`src/hw/rtl/pkc_pkg.sv`:
```
// Shared types, character constants and the scheme table for the path key canonicalizer.
package pkc_pkg;

    // Prefix and result list sizes
    localparam int unsigned PREFIX_LEN = 7;
    localparam int unsigned MAX_RES    = 7;
    localparam logic [2:0]  PREFIX_END = 3'(PREFIX_LEN);
    localparam logic [2:0]  RES_FULL   = 3'(MAX_RES);

    // Character codes
    localparam logic [7:0] CH_SLASH  = 8'h2F;
    localparam logic [7:0] CH_BSLASH = 8'h5C;
    localparam logic [7:0] CH_DOT    = 8'h2E;
    localparam logic [7:0] CH_UC_A   = 8'h41;
    localparam logic [7:0] CH_UC_Z   = 8'h5A;
    localparam logic [7:0] CH_LC_A   = 8'h61;
    localparam logic [7:0] CASE_OFFSET = CH_LC_A - CH_UC_A;

    // Where the key is within its leading part
    typedef enum logic [1:0] {
        ST_PREFIX = 2'd0,
        ST_START  = 2'd1,
        ST_BODY   = 2'd2
    } t_stage;

    typedef struct packed {
        logic [7:0] in_byte;
        logic       in_last;
    } t_in_item;

    typedef struct packed {
        logic [7:0] out_byte;
        logic       has_byte;
        logic       out_last;
    } t_out_item;

    // All results caused by one input item
    typedef struct packed {
        t_out_item [MAX_RES-1:0] item;
        logic [2:0]              count;
    } t_res_list;

    // Per-key scanning state
    typedef struct packed {
        logic [2:0] matched;
        t_stage     stage;
        logic       dot_pending;
        logic       slash_held;
    } t_state;

    // "file://" one byte at a time
    function automatic logic [7:0] scheme_byte(input logic [2:0] idx);
        logic [7:0] c;
        unique case (idx)
            3'd0:    c = 8'h66;
            3'd1:    c = 8'h69;
            3'd2:    c = 8'h6C;
            3'd3:    c = 8'h65;
            3'd4:    c = 8'h3A;
            3'd5:    c = CH_SLASH;
            3'd6:    c = CH_SLASH;
            default: c = 8'h00;
        endcase
        return c;
    endfunction

endpackage

```
`src/hw/rtl/path_key_canonicalizer_top.sv`:
```
// Path key canonicalizer top level: input register, scan state, transform and result stream.
// An item is held in the input register; its results then pass the list buffer and the output register.
// Throughput: one item per cycle while items give at most one result each and the output is
//   not stalled; an item with n results (n up to 7, on a prefix flush) holds back the next item.
// The result list buffer and output register let the next item enter while a result waits.
// Reset (synchronous, active low) clears the scan state and empties every stage.
module path_key_canonicalizer_top
    import pkc_pkg::*;
(
    input  logic      i_clk,
    input  logic      i_rst_n,
    input  logic      i_in_valid,
    output logic      o_in_stall,
    input  t_in_item  i_in_item,
    output logic      o_out_valid,
    input  logic      i_out_stall,
    output t_out_item o_out_item
);

    logic      r_in_vld;
    t_in_item  r_in;
    t_state    r_st;
    t_state    n_st;
    t_res_list n_list;
    logic      list_free;
    logic      list_take;

    // Input register hands over when the list buffer can take the results
    assign list_take  = r_in_vld && list_free;
    assign o_in_stall = r_in_vld && !list_free;

    always_ff @(posedge i_clk) begin
        if (!i_rst_n) begin
            r_in_vld <= 1'b0;
        end else if (i_in_valid && !o_in_stall) begin
            r_in_vld <= 1'b1;
        end else if (list_take) begin
            r_in_vld <= 1'b0;
        end
    end

    always_ff @(posedge i_clk) begin
        if (i_in_valid && !o_in_stall) begin
            r_in <= i_in_item;
        end
    end

    // Scan state advances once per item
    always_ff @(posedge i_clk) begin
        if (!i_rst_n) begin
            r_st <= '{matched: 3'd0, stage: ST_PREFIX, dot_pending: 1'b0, slash_held: 1'b0};
        end else if (list_take) begin
            r_st <= n_st;
        end
    end

    pkc_xform u_xform (
        .i_state (r_st),
        .i_item  (r_in),
        .o_state (n_st),
        .o_list  (n_list)
    );

    pkc_outq u_outq (
        .i_clk       (i_clk),
        .i_rst_n     (i_rst_n),
        .i_push      (list_take),
        .i_list      (n_list),
        .o_free      (list_free),
        .o_out_valid (o_out_valid),
        .i_out_stall (i_out_stall),
        .o_out_item  (o_out_item)
    );

    // A partial prefix match exists only in the prefix stage
    a_match_stage: assert property (@(posedge i_clk) disable iff (!i_rst_n)
        (r_st.matched != 3'd0) |-> (r_st.stage == ST_PREFIX && r_st.matched != PREFIX_END))
        else $error("prefix match count outside prefix stage");

    // A held dot lives only in the body stage and never with a held slash
    a_dot_stage: assert property (@(posedge i_clk) disable iff (!i_rst_n)
        r_st.dot_pending |-> (r_st.stage == ST_BODY && !r_st.slash_held))
        else $error("held dot in wrong stage");

    // A held slash lives only in the body stage
    a_slash_stage: assert property (@(posedge i_clk) disable iff (!i_rst_n)
        r_st.slash_held |-> (r_st.stage == ST_BODY))
        else $error("held slash in wrong stage");

endmodule

```
`src/hw/rtl/pkc_xform.sv`:
```
// Per-item transform: maps one key byte and the scan state to next state and result list.
module pkc_xform
    import pkc_pkg::*;
(
    input  t_state    i_state,
    input  t_in_item  i_item,
    output t_state    o_state,
    output t_res_list o_list
);

    typedef struct packed {
        t_res_list l;
        logic      sl;
    } t_work;

    // Append one byte result, capped at the list size
    function automatic t_res_list put(input t_res_list l, input logic [7:0] c);
        t_res_list r;
        r = l;
        if (r.count != RES_FULL) begin
            r.item[r.count] = '{out_byte: c, has_byte: 1'b1, out_last: 1'b0};
            r.count = r.count + 3'd1;
        end
        return r;
    endfunction

    // Body byte: slashes merge into one held slash
    function automatic t_work body(input t_work w, input logic [7:0] c);
        t_work r;
        r = w;
        if (c == CH_SLASH) begin
            r.sl = 1'b1;
        end else begin
            if (r.sl) begin
                r.l  = put(r.l, CH_SLASH);
                r.sl = 1'b0;
            end
            r.l = put(r.l, c);
        end
        return r;
    endfunction

    always_comb begin
        logic [7:0] b;
        logic [2:0] nflush;
        logic       match;
        logic       do_flush;
        t_work      w;
        t_state     s;

        // Byte mapping: backslash to slash, upper to lower case
        b = i_item.in_byte;
        if (b == CH_BSLASH) begin
            b = CH_SLASH;
        end else if (b >= CH_UC_A && b <= CH_UC_Z) begin
            b = b + CASE_OFFSET;
        end

        s        = i_state;
        w.l      = '0;
        w.sl     = i_state.slash_held;
        nflush   = '0;
        do_flush = 1'b0;
        match    = (s.matched != PREFIX_END) && (b == scheme_byte(s.matched));

        unique case (s.stage)
            ST_PREFIX: begin
                if (match) begin
                    s.matched = s.matched + 3'd1;
                    if (s.matched == PREFIX_END) begin
                        s.matched = '0;
                        s.stage   = ST_START;
                    end else if (i_item.in_last) begin
                        // key ends inside a partial match: held bytes are content
                        nflush   = s.matched;
                        do_flush = 1'b1;
                    end
                end else if (s.matched == '0) begin
                    s.stage = ST_BODY;
                    if (b == CH_DOT) begin
                        s.dot_pending = 1'b1;
                    end else begin
                        w = body(w, b);
                    end
                end else begin
                    nflush   = s.matched;
                    do_flush = 1'b1;
                end
            end
            ST_START: begin
                s.stage = ST_BODY;
                if (b == CH_DOT) begin
                    s.dot_pending = 1'b1;
                end else begin
                    w = body(w, b);
                end
            end
            default: begin
                if (s.dot_pending) begin
                    s.dot_pending = 1'b0;
                    if (b == CH_SLASH) begin
                        w.sl = 1'b1;
                    end else begin
                        w.l = put(w.l, CH_DOT);
                        w   = body(w, b);
                    end
                end else begin
                    w = body(w, b);
                end
            end
        endcase

        // Re-emit held prefix bytes; on a mismatch the byte follows them
        if (do_flush) begin
            for (int i = 0; i < PREFIX_LEN; i++) begin
                if (3'(i) < nflush) begin
                    w = body(w, scheme_byte(3'(i)));
                end
            end
            if (!match) begin
                w = body(w, b);
            end
            s.matched = '0;
            s.stage   = ST_BODY;
        end

        // End of key: release held dot and slash, mark the final result
        if (i_item.in_last) begin
            if (s.dot_pending) begin
                w = body(w, CH_DOT);
            end
            if (w.sl) begin
                w.l  = put(w.l, CH_SLASH);
                w.sl = 1'b0;
            end
            if (w.l.count == '0) begin
                w.l.item[0] = '{out_byte: 8'h00, has_byte: 1'b0, out_last: 1'b0};
                w.l.count   = 3'd1;
            end
            w.l.item[w.l.count - 3'd1].out_last = 1'b1;
            s = '{matched: 3'd0, stage: ST_PREFIX, dot_pending: 1'b0, slash_held: 1'b0};
        end else begin
            s.slash_held = w.sl;
        end

        o_state = s;
        o_list  = w.l;
    end

endmodule

```
`src/hw/rtl/pkc_outq.sv`:
```
// Result list buffer and output register: streams an item's results one per cycle unless stalled.
module pkc_outq
    import pkc_pkg::*;
(
    input  logic      i_clk,
    input  logic      i_rst_n,
    input  logic      i_push,
    input  t_res_list i_list,
    output logic      o_free,
    output logic      o_out_valid,
    input  logic      i_out_stall,
    output t_out_item o_out_item
);

    t_out_item [MAX_RES-1:0] r_q;
    logic [2:0]              r_left;
    logic [2:0]              r_rd;
    logic                    r_ov;
    t_out_item               r_o;
    logic                    oreg_free;
    logic                    pop;

    // Output register takes a new result when empty or being taken
    assign oreg_free = !r_ov || !i_out_stall;
    assign pop       = (r_left != '0) && oreg_free;
    assign o_free    = (r_left == '0) || ((r_left == 3'd1) && pop);

    // List buffer
    always_ff @(posedge i_clk) begin
        if (!i_rst_n) begin
            r_left <= '0;
            r_rd   <= '0;
        end else if (i_push) begin
            r_left <= i_list.count;
            r_rd   <= '0;
        end else if (pop) begin
            r_left <= r_left - 3'd1;
            r_rd   <= r_rd + 3'd1;
        end
    end

    always_ff @(posedge i_clk) begin
        if (i_push) begin
            r_q <= i_list.item;
        end
    end

    // Output register
    always_ff @(posedge i_clk) begin
        if (!i_rst_n) begin
            r_ov <= 1'b0;
        end else if (oreg_free) begin
            r_ov <= (r_left != '0);
        end
    end

    always_ff @(posedge i_clk) begin
        if (pop) begin
            r_o <= r_q[r_rd];
        end
    end

    assign o_out_valid = r_ov;
    assign o_out_item  = r_o;

    // New list only into a buffer that is empty or draining its last result
    a_push_free: assert property (@(posedge i_clk) disable iff (!i_rst_n)
        i_push |-> o_free)
        else $error("result list overwritten");

    // Read index never runs past the list
    a_rd_range: assert property (@(posedge i_clk) disable iff (!i_rst_n)
        (r_left != '0) |-> (({1'b0, r_rd} + {1'b0, r_left}) <= {1'b0, RES_FULL}))
        else $error("result read index out of range");

    // The empty-key marker is always a final result with a zero byte
    a_marker: assert property (@(posedge i_clk) disable iff (!i_rst_n)
        (r_ov && !r_o.has_byte) |-> (r_o.out_last && (r_o.out_byte == 8'h00)))
        else $error("malformed empty-key marker");

endmodule

```
`config.mk`:
```
export PLATFORM = sky130hd
export DESIGN_NAME = path_key_canonicalizer_top
export DESIGN_NICKNAME = d
export VERILOG_FILES = /design/src/hw/rtl/pkc_pkg.sv /design/src/hw/rtl/path_key_canonicalizer_top.sv /design/src/hw/rtl/pkc_xform.sv /design/src/hw/rtl/pkc_outq.sv
export SDC_FILE = /design/constraint.sdc
export NUM_CORES = 1
export LEC_CHECK = 0
export ABC_CLOCK_PERIOD_IN_PS = 22700
export BUFFER_PORTS_ARGS = -buffer_cell sky130_fd_sc_hd__buf_2
export CORE_MARGIN = 2
export CORE_UTILIZATION = 61
export CTS_CLUSTER_SIZE = 24
export DETAILED_ROUTE_END_ITERATION = 6
export MAX_ROUTING_LAYER = met4
export PLACE_DENSITY = 0.74
export SLEW_MARGIN = 40
export SYNTH_ARGS = -nofsm -noshare
export SYNTH_HDL_FRONTEND = slang
export SYNTH_SLANG_ARGS = --single-unit
export TNS_END_PERCENT = 5
```
`constraint.sdc`:
```
create_clock -name i_clk -period 22.7 [get_ports i_clk]
set_input_delay 1.135 -clock i_clk [delete_from_list [all_inputs] [get_ports i_clk]]
set_output_delay 1.135 -clock i_clk [all_outputs]
set_load 0.01 [all_outputs]
```
[Yosys cells after proc, flatten, opt, wreduce, memory -nomap -nowiden]
Index checks and enable logic that the tools add are counted.
Word-level totals
  output and inout bits: 12
  word-level logic and storage cells: 496
  input port bits: 13
  bits in registers: 104
  ROM bits: 0
  latch bits: 0
  RAM bits: 0
  memories kept: 0
Cells by class
  shift-type cells: 0
  reduce and logical (&&, ||, !) cells: 53
  bitwise gates (word level): 37
  add/sub/neg operators: 29
  multiply operators: 0
  equality and inequality tests: 47
  divide/modulo/power cells: 0
  magnitude comparators: 60
  multiplexer cells: 236
Operator list (count)
  $mux W74: 73
  $mux W73: 36
  $bwmux W70: 13
  $demux W10 S3: 25
  $or A42 B42 Y42: 10
  $not A28 Y28: 11
  $and A28 B28 Y28: 10
  $mux W10: 25
  $pmux W74 S2: 1
  $mux W8: 16
  $lt A3 B4 Y1 const B: 26
  $add A3 B1 Y3 const B: 26
  $ge A3 B1 Y1 const B: 25
  $ne A3 B3 Y1 const B: 25
  $eq A8 B6 Y1 const B: 9
  $mux W13: 5
  $or A6 B42 Y42: 1
  $pmux W7 S6: 1
  $and A35 B35 Y35: 1
  $not A35 Y35: 1
  $or A35 B35 Y35: 1
  $logic_and A1 B1 Y1: 32
  $bmux W10 S3: 1
  $mux W3: 10
  other kinds (34): 78

[Logic depth before layout (Yosys ltp)]
Gate-level depths: netlist of run 1.
  depth in word-level cells: 227
  gate-level depth with buffers: 83
  depth with buffers taken out: 74

[Modules after synthesis]
From an unflattened synthesis of run 1, not the netlist that was laid out.
Unflattened totals
  cell total of the unflattened synthesis: 1091
  area, all modules: 9277.6 um2
By module, submodules not included
  pkc_xform: area each 5225.0 um2, cells each 835, times used 1
  pkc_outq: area each 3427.0 um2, cells each 210, times used 1
  path_key_canonicalizer_top: area each 625.6 um2, cells each 46, times used 1

[Least setup slack after synthesis of run 1]
OpenSTA, ideal clock, no wires.
  path type: register to register
  from: register r_st[4] in the netlist's numbering
  to: register u_outq.r_left[0]
  path slack: 5.890 ns
  clock period less this slack: 16.810 ns
  data required time: 22.583 ns
  arrival time: 16.693 ns
  path buffers: 7
  stages on the path, launching flop included: 79
  cells stage by stage: dfxtp_1 inv_1 ha_1 clkbuf_1 or3_1 a311o_1 a2111oi_4 o221ai_1 o21ai_0 a21oi_1 ha_1 o21ai_0 ha_1 clkbuf_1 a211oi_1 a311oi_1 ha_1 nor2_1 [... 43 more ...] o21ai_0 o32ai_1 o22ai_2 a21oi_4 inv_2 ha_1 clkbuf_1 nand2_1 nand3_1 a21boi_1 inv_1 ha_1 nand2_1 nand2_1 mux2_4 o211a_1 or4_1 a32o_1
On the way
  cells in the longest elaborated chain, start to end: 113
  elaborated cells on any way between the ends: 161
  those cells by class: 20 x add/sub; 7 x order compare; 28 x eq/ne; 102 x mux; 4 x reduce/logical
RTL lines
  from (decl): RTL line path_key_canonicalizer_top.sv:22  | t_state r_st;
  from (signal assigned): RTL line path_key_canonicalizer_top.sv:51  | r_st <= '{matched: 3'd0, stage: ST_PREFIX, dot_pending: 1'b0, slash_held: 1'b0};
  from (signal assigned): RTL line path_key_canonicalizer_top.sv:53  | r_st <= n_st;
  $eq A3 B3 Y1: RTL line pkc_pkg.sv:54  | unique case (idx)
  $reduce_or A2 Y1 (no source line)
  $pmux W7 S6: RTL line pkc_pkg.sv:54
  $eq A8 B7 Y1: RTL line pkc_xform.sv:64  | match = (s.matched != PREFIX_END) && (b == scheme_byte(s.matched));
  $logic_and A1 B1 Y1: RTL line pkc_xform.sv:64
  $mux W74: RTL line pkc_xform.sv:68  | if (match) begin
  $pmux W74 S2: RTL line pkc_xform.sv:66  | unique case (s.stage)
  $add A3 B1 Y3 or $ne A3 B3 Y1 (tied branches): RTL line pkc_xform.sv:22, pkc_xform.sv:20
  [... 97 more ...]
  $mux W73: RTL line pkc_xform.sv:20  | if (r.count != RES_FULL) begin
  $mux W74: RTL line pkc_xform.sv:132  | if (w.sl) begin
  $mux W74: RTL line pkc_xform.sv:128  | if (i_item.in_last) begin
  $logic_not A3 Y1: RTL line pkc_xform.sv:136  | if (w.l.count == '0) begin
  $mux W13: RTL line pkc_xform.sv:136
  $mux W13: RTL line pkc_xform.sv:128
  $mux W74 (*): RTL line pkc_xform.sv:128
  $mux W3 (*): RTL line pkc_outq.sv:33  | end else if (i_push) begin
  to (signal assigned): RTL line pkc_outq.sv:34  | r_left <= i_list.count;
  to (signal assigned): RTL line pkc_outq.sv:37  | r_left <= r_left - 3'd1;
  to (decl): RTL line pkc_outq.sv:16  | logic [2:0] r_left;
Every way passes the cells marked *; elsewhere a longest branch is shown, timed or not. The select of a mux whose other input is x is not followed.
A chain may end at the register's enable or synchronous reset.

[Worst setup path after layout of run 1]
Same ends and word-level chain as after synthesis.

==> results.md, run 1 <==
- Syn Area/Cell: 8.33 µm²
- Cts-stage hold buffer count: 0
- Core area: 14400 µm²
- CP Capture Type: flop
- Post-synth EDFFs: 89
- Finished Core Util: 0.652
- Worst ir drop on vdd: 0.0000484 V
- Fmax: 51.7 MHz
- RSZ-0062 raised after global routing: no
- Syn Nets: 1108
- Input/output buffers: 24
- Seq/Total Area, Yosys: 0.335
- Die area: 15500 µm²
- Delay-heaviest family, CP: compound AO/OA/AOI/OAI gates
- PnR worst setup slack: 3.36 ns
- Slew @ Worst Pin: 0.862 ns
- Worst Path Arrival: 19.59 ns
- Global placement routability congestion: 1.11
- Post-Syn Area: 8890 µm²
- Largest cells by area after synthesis: edfxtp_1 30%, nor2_1 5.8%, a21oi_1 5.0%
- Initial antenna violation count: 0
- Post-route ant nets: 0
- Power Total: 825 µW
- CTS tree: built
- Layout fillers: 1252
- Area Growth Syn to Fin: 5.35%
- Post-layout instance area: 9360 µm²
- Commonest cells post-synth: 138 x nor2_1, 113 x nand2_1, 89 x a21oi_1, 89 x edfxtp_1, 71 x o21ai_0
- Status: completed
- Relative slew slack: 0.418
- Skew-Pair Late Insertion Delay: 0.36 ns
- Placement Setup Slack: 3.69 ns
- Worst path bufs/invs: 8
- Setup Fix Bufs, Post-CTS: 0
- Worst Hold Class: flop to flop
- Initial core utilization: 0.618
- Largest net degree at the start of global routing: 77
- Vias in the first global route: 7992
- Top cell type by total area after synthesis: edfxtp_1
- Share of the synthesized area in the top cell type: 0.301
- Leakage: 3.57 nW
- Placed Area: 9070 µm²
- Global-route wire length before repair: 44.2 mm
- Number of endpoints failing setup at the final stage: 0
- Ys Warns: 0
- Detailed Routing Iterations Pass 1: 6
- Via Count: 8680
- Max Cap Viol: 0
- Setup TNS Final: 0 ns
- Startpoint Class: flop
- CTS sink cnt: 104
- Routed vias/inst: 6.99
- H-tree Lvls: 3
- Non-filler cells, final: 1242
- Gr usage total: 0.367
- Cell Pwr Density: 88.2 nW/µm²
- Crit path top cell by count: ha_1
- Resized cells post-CTS: 0
- Final Hold Slack: 0.523 ns
- Initial DRC count: 1036
- DRC violations left: 0
- Tcrit/Tclk final: 0.852
- CTS buffer count: 9
- Final HPWL DP: 21.5 mm
- GRT Residual Overflow: 0
- Final hold violation count: 0
- Nets: 1094
- Most used flip-flop cell after synthesis: edfxtp_1
- Type of the worst setup path: flop to flop
- Slowest CP cell: a311oi_1
- Asr flop ratio synth: 0
- Clock-pin slew on the worst setup and hold paths: 0.08 ns
- ANT cells: 0
- Clock skew: 0.0184 ns
- Row cnt: 44
- Total Wirelength: 28.0 mm
- CTS root buf: clkbuf_16
- #FFs+latches synth: 104
- CP Data Required Time: 22.95 ns
- Post-synthesis instance total: 1067
- Yosys cell types: 103
- WL per Instance: 22.5 µm
- I/O pin cnt: 25
- Die Ht: 125 µm
- Tmin final: 19.34 ns
- Max stage delay on crit path: 0.74 ns
- Max clock buf depth: 2
- Top-count cell post-synth: nor2_1
- Number of cells after detailed placement: 1226
- Slew Viols, Final: 0
- Critical Path Fanout Max: 13
- Fraction of layout instances using a drive strength above 1: 0.109
- Die Width: 125 µm
-- worst reg2reg max path, delay by kind of cell (launching register included) --
family,cells,cell delay (ns)
compound gates,29,8.68
fa+ha+maj,15,4.83
simple gates,18,3.40
buf+inv,8,1.27
mux,2,0.70
flops,1,0.39
-- path summary, 6_finish.rpt --
kind                            cells after the start    start  slack, ns          endpoint
worst max register to register                     72  r_st[4]       3.36  u_outq.r_left[0]
worst min register to register                      2  r_st[2]       0.52           r_st[2]
worst min-delay path                                2  r_st[2]       0.52           r_st[2]
worst max-delay path                               72  r_st[4]       3.36  u_outq.r_left[0]
-- flip-flops by register name, indices dropped and copies added (netlist names) --
name	count
u_outq.o_out_item	10
u_outq.r_rd	3
r_st	7
r_in_vld	1
u_outq.r_q	70
r_in	9
u_outq.r_left	3
u_outq.o_out_valid	1
-- cells in the final DEF (no fill, tap or decap), types with 6 or more instances in the layout --
| master | instances |
|---|---|
| nor2_1 | 138 |
| nand2_1 | 113 |
| edfxtp_1 | 89 |
| a21oi_1 | 85 |
| o21ai_0 | 71 |
| nand3_1 | 40 |
| nor3_1 | 38 |
| inv_1 | 36 |
| ha_1 | 28 |
| buf_2 | 24 |
| and3_1 | 19 |
| nor2b_1 | 17 |
| mux2i_1 | 15 |
| dfxtp_1 | 15 |
| a31oi_1 | 13 |
| o221ai_1 | 13 |
| and2_1 | 12 |
| o211ai_1 | 12 |
| nand2b_1 | 11 |
| a21o_1 | 10 |
| nor4_1 | 10 |
| or3_1 | 10 |
| mux4_2 | 10 |
| or2_2 | 9 |
| clkbuf_16 | 9 |
| o22ai_1 | 8 |
| xnor2_1 | 7 |
| o21a_1 | 7 |
| o21ai_1 | 7 |
| nor3b_1 | 7 |
| o32ai_1 | 7 |
| a22oi_1 | 6 |
| a211oi_1 | 6 |
-- cell type report --
| type | instances | area (µm²) | area share |
|---|---|---|---|
| inverters | 41 | 154 | 0.0164 |
| clock inverters | 6 | 57.6 | 0.00615 |
| multi-input cells | 867 | 5550 | 0.593 |
| repair buffers | 30 | 169 | 0.0180 |
| well taps | 184 | 230 | 0.0246 |
| clock buffers | 10 | 229 | 0.0245 |
| flip-flops and latches | 104 | 2970 | 0.318 |
-- layer usage --
metal / part of all wire / up-vias / GRT usage
li1: - / 4001 / -
met1: 0.42 / 4101 / 0.502
met2: 0.45 / 503 / 0.562
met3: 0.096 / 75 / 0.0576
met4: 0.032 / 0 / 0.124
met5: 0 / - / -
-- logic make-up after synthesis --
logic type	Yosys count	synth area share
muxes	29	0.0477
xor gates and xnor gates	13	0.0166
buffers and inverters	96	0.0456
and+or+nand+nor	451	0.243
DFF	104	0.335
adders and majority gates	32	0.0439
AOI/OAI and AO/OA	342	0.268
-- where the power goes --
group,switching [mW],internal (mW)
Sequential,0.0187,0.264
Combinational,0.259,0.130
Clock,0.0762,0.0776
Total,0.354,0.472
Power figures use the tool's default switching activity.
==> inputs of run 2 (changes only) <==
Settings changed: ABC_AREA set to 1.
==> run 2 against run 1 <==
- final cell count up 21%
- first-iteration DRC count is 34% higher
- worst hold slack got worse by 0.038 ns
- non-clock buffer count unchanged
- global-route usage decreased by 2.0 points
- critical path type unchanged
- via count rose by 6.2%
- largest power group unchanged
- sequential power increased by 5%
- critical path depth increased by 28
- critical endpoint is now u_outq.r_q[46]
- die area increased by 3.8%
==> results.md, run 2 <==
- Fmax: 73.0 MHz
- Share of power burned in combinational logic: 0.660
- Worst Hold End: u_outq.r_rd[1]
- Largest cells by area after synthesis: edfxtp_1 29%, nand2_1 11%, nor2_1 8.1%
- Post-route ant nets: 0
- Final HPWL DP: 21.3 mm
- Flop pwr share: 0.224
- Delay-heaviest family, CP: simple AND/OR/NAND/NOR gates
- CTS root buf: clkbuf_16
- CP Data Required Time: 22.87 ns
- Core area: 14600 µm²
- Relative slew slack: 0.399
- Initial core utilization: 0.630
- Leakage: 4.51 nW
- WL per Instance: 18.0 µm
- GRT Residual Overflow: 0
- Input/output buffers: 24
- I/O pin cnt: 25
- Sw Pwr: 719 µW
- Most used flip-flop cell after synthesis: edfxtp_1
- CTS tree: built
- Die Ht: 127 µm
- Clock network fraction of total power: 0.115
- Most flops, register: u_outq.r_q
- Asr flop ratio synth: 0
- Initial DRC count: 1387
- Global-route wire length before repair: 42.6 mm
- CTS sink cnt: 104
- Reg area: 2970 µm²
- Worst R2R Start: r_st[5]
- Post-Syn Area: 9230 µm²
- Number of endpoints failing setup at the final stage: 0
- Final hold violation count: 0
- Worst Hold Class: flop to flop
- Leading cell type in the layout, fill and taps excluded: nand2_1
- Tmin final: 13.71 ns
- Slew @ Worst Pin: 0.894 ns
- Max Cap Viol: 0
- Top cell type by total area after synthesis: edfxtp_1
- Setup Fix Bufs, Post-CTS: 0
- Layout fillers: 1315
- Post-synth EDFFs: 89
- Fraction of layout instances using a drive strength above 1: 0.157
- Ys Warns: 0
- Die Width: 127 µm
- Hold Path Stages: 2
- ANT cells: 0
- Skew-Pair Late Insertion Delay: 0.36 ns
- Slowest CP cell: dfxtp_1
- Worst Path Arrival: 13.88 ns
- Syn Area/Cell: 7.06 µm²
- CP Capture Type: flop
- R2R cell count: 100
- Detailed Routing Iterations Pass 1: 6
- Non-filler cells, final: 1509
- Row cnt: 44
- Crit path top cell by count: nand2_1
- Clock-pin slew on the worst setup and hold paths: 0.08 ns
- Slew Viols, Final: 0
- Nets: 1361
- Type of the worst setup path: flop to flop
- Routed vias/inst: 6.11
- Area of the multi-input gates: 5450 µm²
- Area Growth Syn to Fin: 6.40%
- Critical Path Fanout Max: 10
- Worst ir drop on vdd: 0.000102 V
- Yosys cell types: 58
- Seq/Total Area, Yosys: 0.322
- RR Endpoint: u_outq.r_q[46]
- #FFs+latches synth: 104
- Initial antenna violation count: 0
- Hold_sp: u_outq.r_rd[1]
- Max clock buf depth: 2
- Syn Nets: 1349
- H-tree Lvls: 3
- Top-count cell post-synth: nand2_1
- Via Count: 9219
- Status: completed
- Die area: 16100 µm²
- Commonest cells post-synth: 259 x nand2_1, 198 x nor2_1, 151 x inv_1
- P_int: 594 µW
- Max stage delay on crit path: 0.47 ns
- Share of the synthesized area in the top cell type: 0.290
- Max reg flops: 70
- Sw Ratio: 0.547
- Setup TNS Final: 0 ns
- Cell Pwr Density: 134 nW/µm²
- Startpoint Class: flop
- RSZ-0062 raised after global routing: no
- Resized cells post-CTS: 0
- Total Wirelength: 27.2 mm
- Largest net degree at the start of global routing: 76
- Power Total: 1.31 mW
- Number of cells after detailed placement: 1493
- Vias in the first global route: 8302
- Cts-stage hold buffer count: 0
- Worst path bufs/invs: 20
- Global placement routability congestion: 1.17
- Tcrit/Tclk final: 0.604
- Post-synthesis instance total: 1308
- Gr usage total: 0.347
- DRC violations left: 0
- Commonest non-fill, non-tap cells in the layout: 259 x nand2_1, 196 x nor2_1, 150 x inv_1
- Flop-to-flop setup slack: 8.99 ns
- Clock skew: 0.0122 ns
- CTS buffer count: 9
[run 2: cell types whose count changed after synthesis, sizes merged, moves of 15 or more]
| cell | before | now |
|---|---|---|
| a21oi | 91 | 63 |
| and3 | 19 | 0 |
| clkbuf | 38 | 17 |
| inv | 40 | 180 |
| mux2i | 15 | 0 |
| nand2 | 114 | 321 |
| nand3 | 41 | 126 |
| nor2 | 138 | 211 |
| nor2b | 19 | 0 |
[run 2: worst max path at each step]
stage | slack [ns] | endpoint | cells after the start | start
3_3_place_gp | 9.67 | u_outq.r_q[48] | 100 | r_st[5]
4_1_cts | 9.24 | u_outq.r_q[48] | 99 | r_st[5]
3_5_place_dp | 9.28 | u_outq.r_q[48] | 99 | r_st[5]
5_1_grt | 7.70 | u_outq.r_q[27] | 97 | r_st[5]
2_1_floorplan | 10.85 | u_outq.r_q[38] | 98 | r_st[5]
6_report | 8.99 | u_outq.r_q[46] | 100 | r_st[5]
[run 2: metal layers]
layer	part of all wire	global-route usage	wire length, µm
met4	0.043	0.127	1180
met1	0.42	0.463	11500
met2	0.44	0.535	12000
met5	0	-	0
met3	0.092	0.0616	2510
[run 2: power groups by stage]
stage | registers [mW] | clock network [mW] | logic [mW]
detailed placement | 0.298 | 0 | 0.845
global placement | 0.298 | 0 | 0.836
global route | 0.300 | 0.158 | 0.954
finish | 0.295 | 0.151 | 0.867
CTS | 0.294 | 0.153 | 0.849
floorplan | 0.303 | 0 | 0.632
[run 2: area by class of cell]
class | instances | area share
Clock inverter | 7 | 0.00662
Clock buffer | 9 | 0.0229
Sequential cell | 104 | 0.303
Tap cell | 184 | 0.0234
Timing Repair Buffer | 30 | 0.0172
Multi-Input combinational cell | 987 | 0.555
Inverter | 188 | 0.0724
[run 2: kinds of logic after synthesis]
group           Yosys count  share of synthesized area
compound gates          239                      0.164
xor+xnor                  3                    0.00285
fa+ha+maj                28                     0.0380
buf+inv                 217                     0.0901
flops                   104                      0.322
simple gates            717                      0.383
[run 2: stage by stage]
step | worst slack [ns] | instance area (µm²) | hold slack (ns) | utilization
finish | 8.99 | 9820 | 0.485 | 0.671
global route | 7.70 | 9820 | 0.536 | 0.671
CTS | 9.24 | 9820 | 0.485 | 0.670
detailed placement | 9.28 | 9530 | 0.475 | 0.650
global placement | 9.67 | 9520 | 0.470 | 0.650
floorplan | 10.85 | 9230 | 0.472 | -
[run 2: worst reg2reg max path, delay by kind of cell, from the launching register on]
kind	cells	cell delay, ns
AOI/OAI and AO/OA	3	0.49
adders and majority gates	15	3.54
buffers and inverters	20	1.87
DFF	1	0.47
and+or+nand+nor	62	7.15
==> inputs of run 3 (changes only) <==
Settings changed: ABC_AREA 1 to 0, ABC_CLOCK_PERIOD_IN_PS 22700 to 12900.
Clock period 22.7 ns to 12.9 ns, I/O delays scaled along.
==> run 3 against run 2 <==
- critical path depth decreased by 26
- sequential share of layout area decreased by 3.7 points
- maximum frequency increased by 7.7%
- sequential power increased by 68%
- routed wire length increased by 11%
- highest routed layer unchanged
- clock power increased by 77%
- largest power group unchanged
==> results.md, run 3 (same netlist as run 1, synthesis figures left out) <==
- Status: completed
- Global placement routability congestion: 1.07
- Leading cell type in the layout, fill and taps excluded: buf_4
- GRT Residual Overflow: 0
- ANT cells: 0
- Post-layout instance area: 11200 µm²
- Largest net degree at the start of global routing: 77
- Detailed Routing Iterations Pass 1: 7
- CP Capture Type: flop
- Input/output buffers: 24
- Post-route ant nets: 0
- Most flops, register: u_outq.r_q
- Die Ht: 125 µm
- CTS tree: built
- Non-filler cells, final: 1391
- Clock skew: 0.0115 ns
- Critical Path Fanout Max: 9
- Placed Area: 10300 µm²
- Crit path top cell by count: ha_4
- Max Cap Viol: 0
- P_int: 989 µW
- I/O pin cnt: 25
- Vias in the first global route: 8483
- Sw Pwr: 716 µW
- Tcrit/Tclk final: 0.987
- Tmin final: 12.73 ns
- Worst Path Arrival: 12.97 ns
- CP Data Required Time: 13.14 ns
- Number of endpoints failing setup at the final stage: 0
- Share of power burned in combinational logic: 0.552
- Max clock buf depth: 2
- Cell Pwr Density: 152 nW/µm²
- Startpoint Class: flop
- Worst ir drop on vdd: 0.0000948 V
- WL per Instance: 21.7 µm
- Commonest non-fill, non-tap cells in the layout: 148 x buf_4, 130 x nor2_1, 105 x nand2_1
- Relative slew slack: 0.388
- CTS buffer count: 9
- Slew Viols, Final: 0
- H-tree Lvls: 3
- Leakage: 4.43 nW
- Initial antenna violation count: 0
- Gr usage total: 0.385
- Skew-Pair Late Insertion Delay: 0.35 ns
- Clock-pin slew on the worst setup and hold paths: 0.08 ns
- Clock network fraction of total power: 0.157
- Finished Core Util: 0.780
- Routed vias/inst: 6.82
- CTS sink cnt: 104
- Die Width: 125 µm
- Sw Ratio: 0.420
- Type of the worst setup path: flop to flop
- Slowest CP cell: or4_4
- Initial DRC count: 1408
- Nets: 1243
- Initial core utilization: 0.618
- Worst Hold Class: input pin to flop
- Flop pwr share: 0.290
- Slew @ Worst Pin: 0.916 ns
- Die area: 15500 µm²
- Core area: 14400 µm²
- RSZ-0062 raised after global routing: yes
- Number of cells after detailed placement: 1339
- CTS root buf: clkbuf_16
- Global-route wire length before repair: 46.3 mm
- Via Count: 9491
- Fraction of layout instances using a drive strength above 1: 0.288
- Row cnt: 44
- Max reg flops: 70
- Area Growth Syn to Fin: 26.2%
- Power Total: 1.71 mW
- Fmax: 78.6 MHz
- Max stage delay on crit path: 0.57 ns
- Total Wirelength: 30.2 mm
- Final HPWL DP: 22.9 mm
- Final hold violation count: 0
- Cts-stage hold buffer count: 0
- DRC violations left: 0
## run 3: changes by cell type in the layout (fill, tap and decap cells not counted), moves of 17 or more
cell | previous run | this run
a21oi_1 | 59 | 80
and3_1 | 0 | 17
buf_4 | 5 | 148
inv_1 | 150 | 26
inv_2 | 28 | 10
nand2_1 | 259 | 105
nand2_2 | 49 | 5
nand3_1 | 95 | 38
nand3_2 | 25 | 3
nor2_1 | 196 | 130
nor2b_1 | 0 | 18
## run 3: final cells by class
class	count	area, µm²
clock buffers	10	229
flip-flops and latches	104	2980
fillers	1019	3160
multi-input cells	867	6220
clock inverters	6	57.6
inverters	41	171
well taps	184	230
repair buffers	179	1320
## run 3: worst paths after layout
check,start,to,slack [ns],depth (start not counted)
setup / recovery,r_in[3],u_outq.r_left[0],0.17,74
setup reg to reg,r_in[3],u_outq.r_left[0],0.17,74
hold reg to reg,r_st[2],r_st[2],0.52,2
hold / removal,i_in_item[3],r_in[3],0.46,1
## run 3: layer usage
layer  vias up  global-route usage  routed length, µm
met2       626               0.598              14000
met3        97              0.0735               3040
met5         -                   -                  0
met4         0               0.105                937
li1       4305                   -                  -
met1      4463               0.518              12200
## run 3: worst max-delay path, delay by kind of cell, from the launching register on
kind / cells / cell delay [ns]
and+or+nand+nor: 20 / 2.95
DFF: 1 / 0.51
AOI/OAI and AO/OA: 28 / 4.64
adders and majority gates: 14 / 2.89
buffers and inverters: 10 / 0.97
muxes: 2 / 0.64
## run 3: power by group through the flow
stage / sequential [mW] / combinational, mW / clock [mW]
after CTS: 0.494 / 0.849 / 0.268
after global placement: 0.495 / 0.806 / 0
final: 0.495 / 0.942 / 0.268
after floorplan: 0.503 / 0.555 / 0
after detailed placement: 0.500 / 0.828 / 0
after global routing: 0.501 / 1.00 / 0.282
## run 3: through the flow
step                      hold WS, ns  setup TNS [ns]  setup WS (ns)
final                           0.463               0          0.171
after floorplan                 0.480          -52.35          -1.27
after CTS                       0.455               0         0.0168
after global placement          0.491               0          0.174
after global routing            0.458           -7.16         -0.282
after detailed placement        0.508           -1.76         -0.166
## run 3: what timing repair did
item | 4_1_cts | 5_1_grt
resized for setup | 11 | 47
setup endpoints to repair | 34 | 67
pin swaps | 9 | 45
buffers inserted | 8 | 29
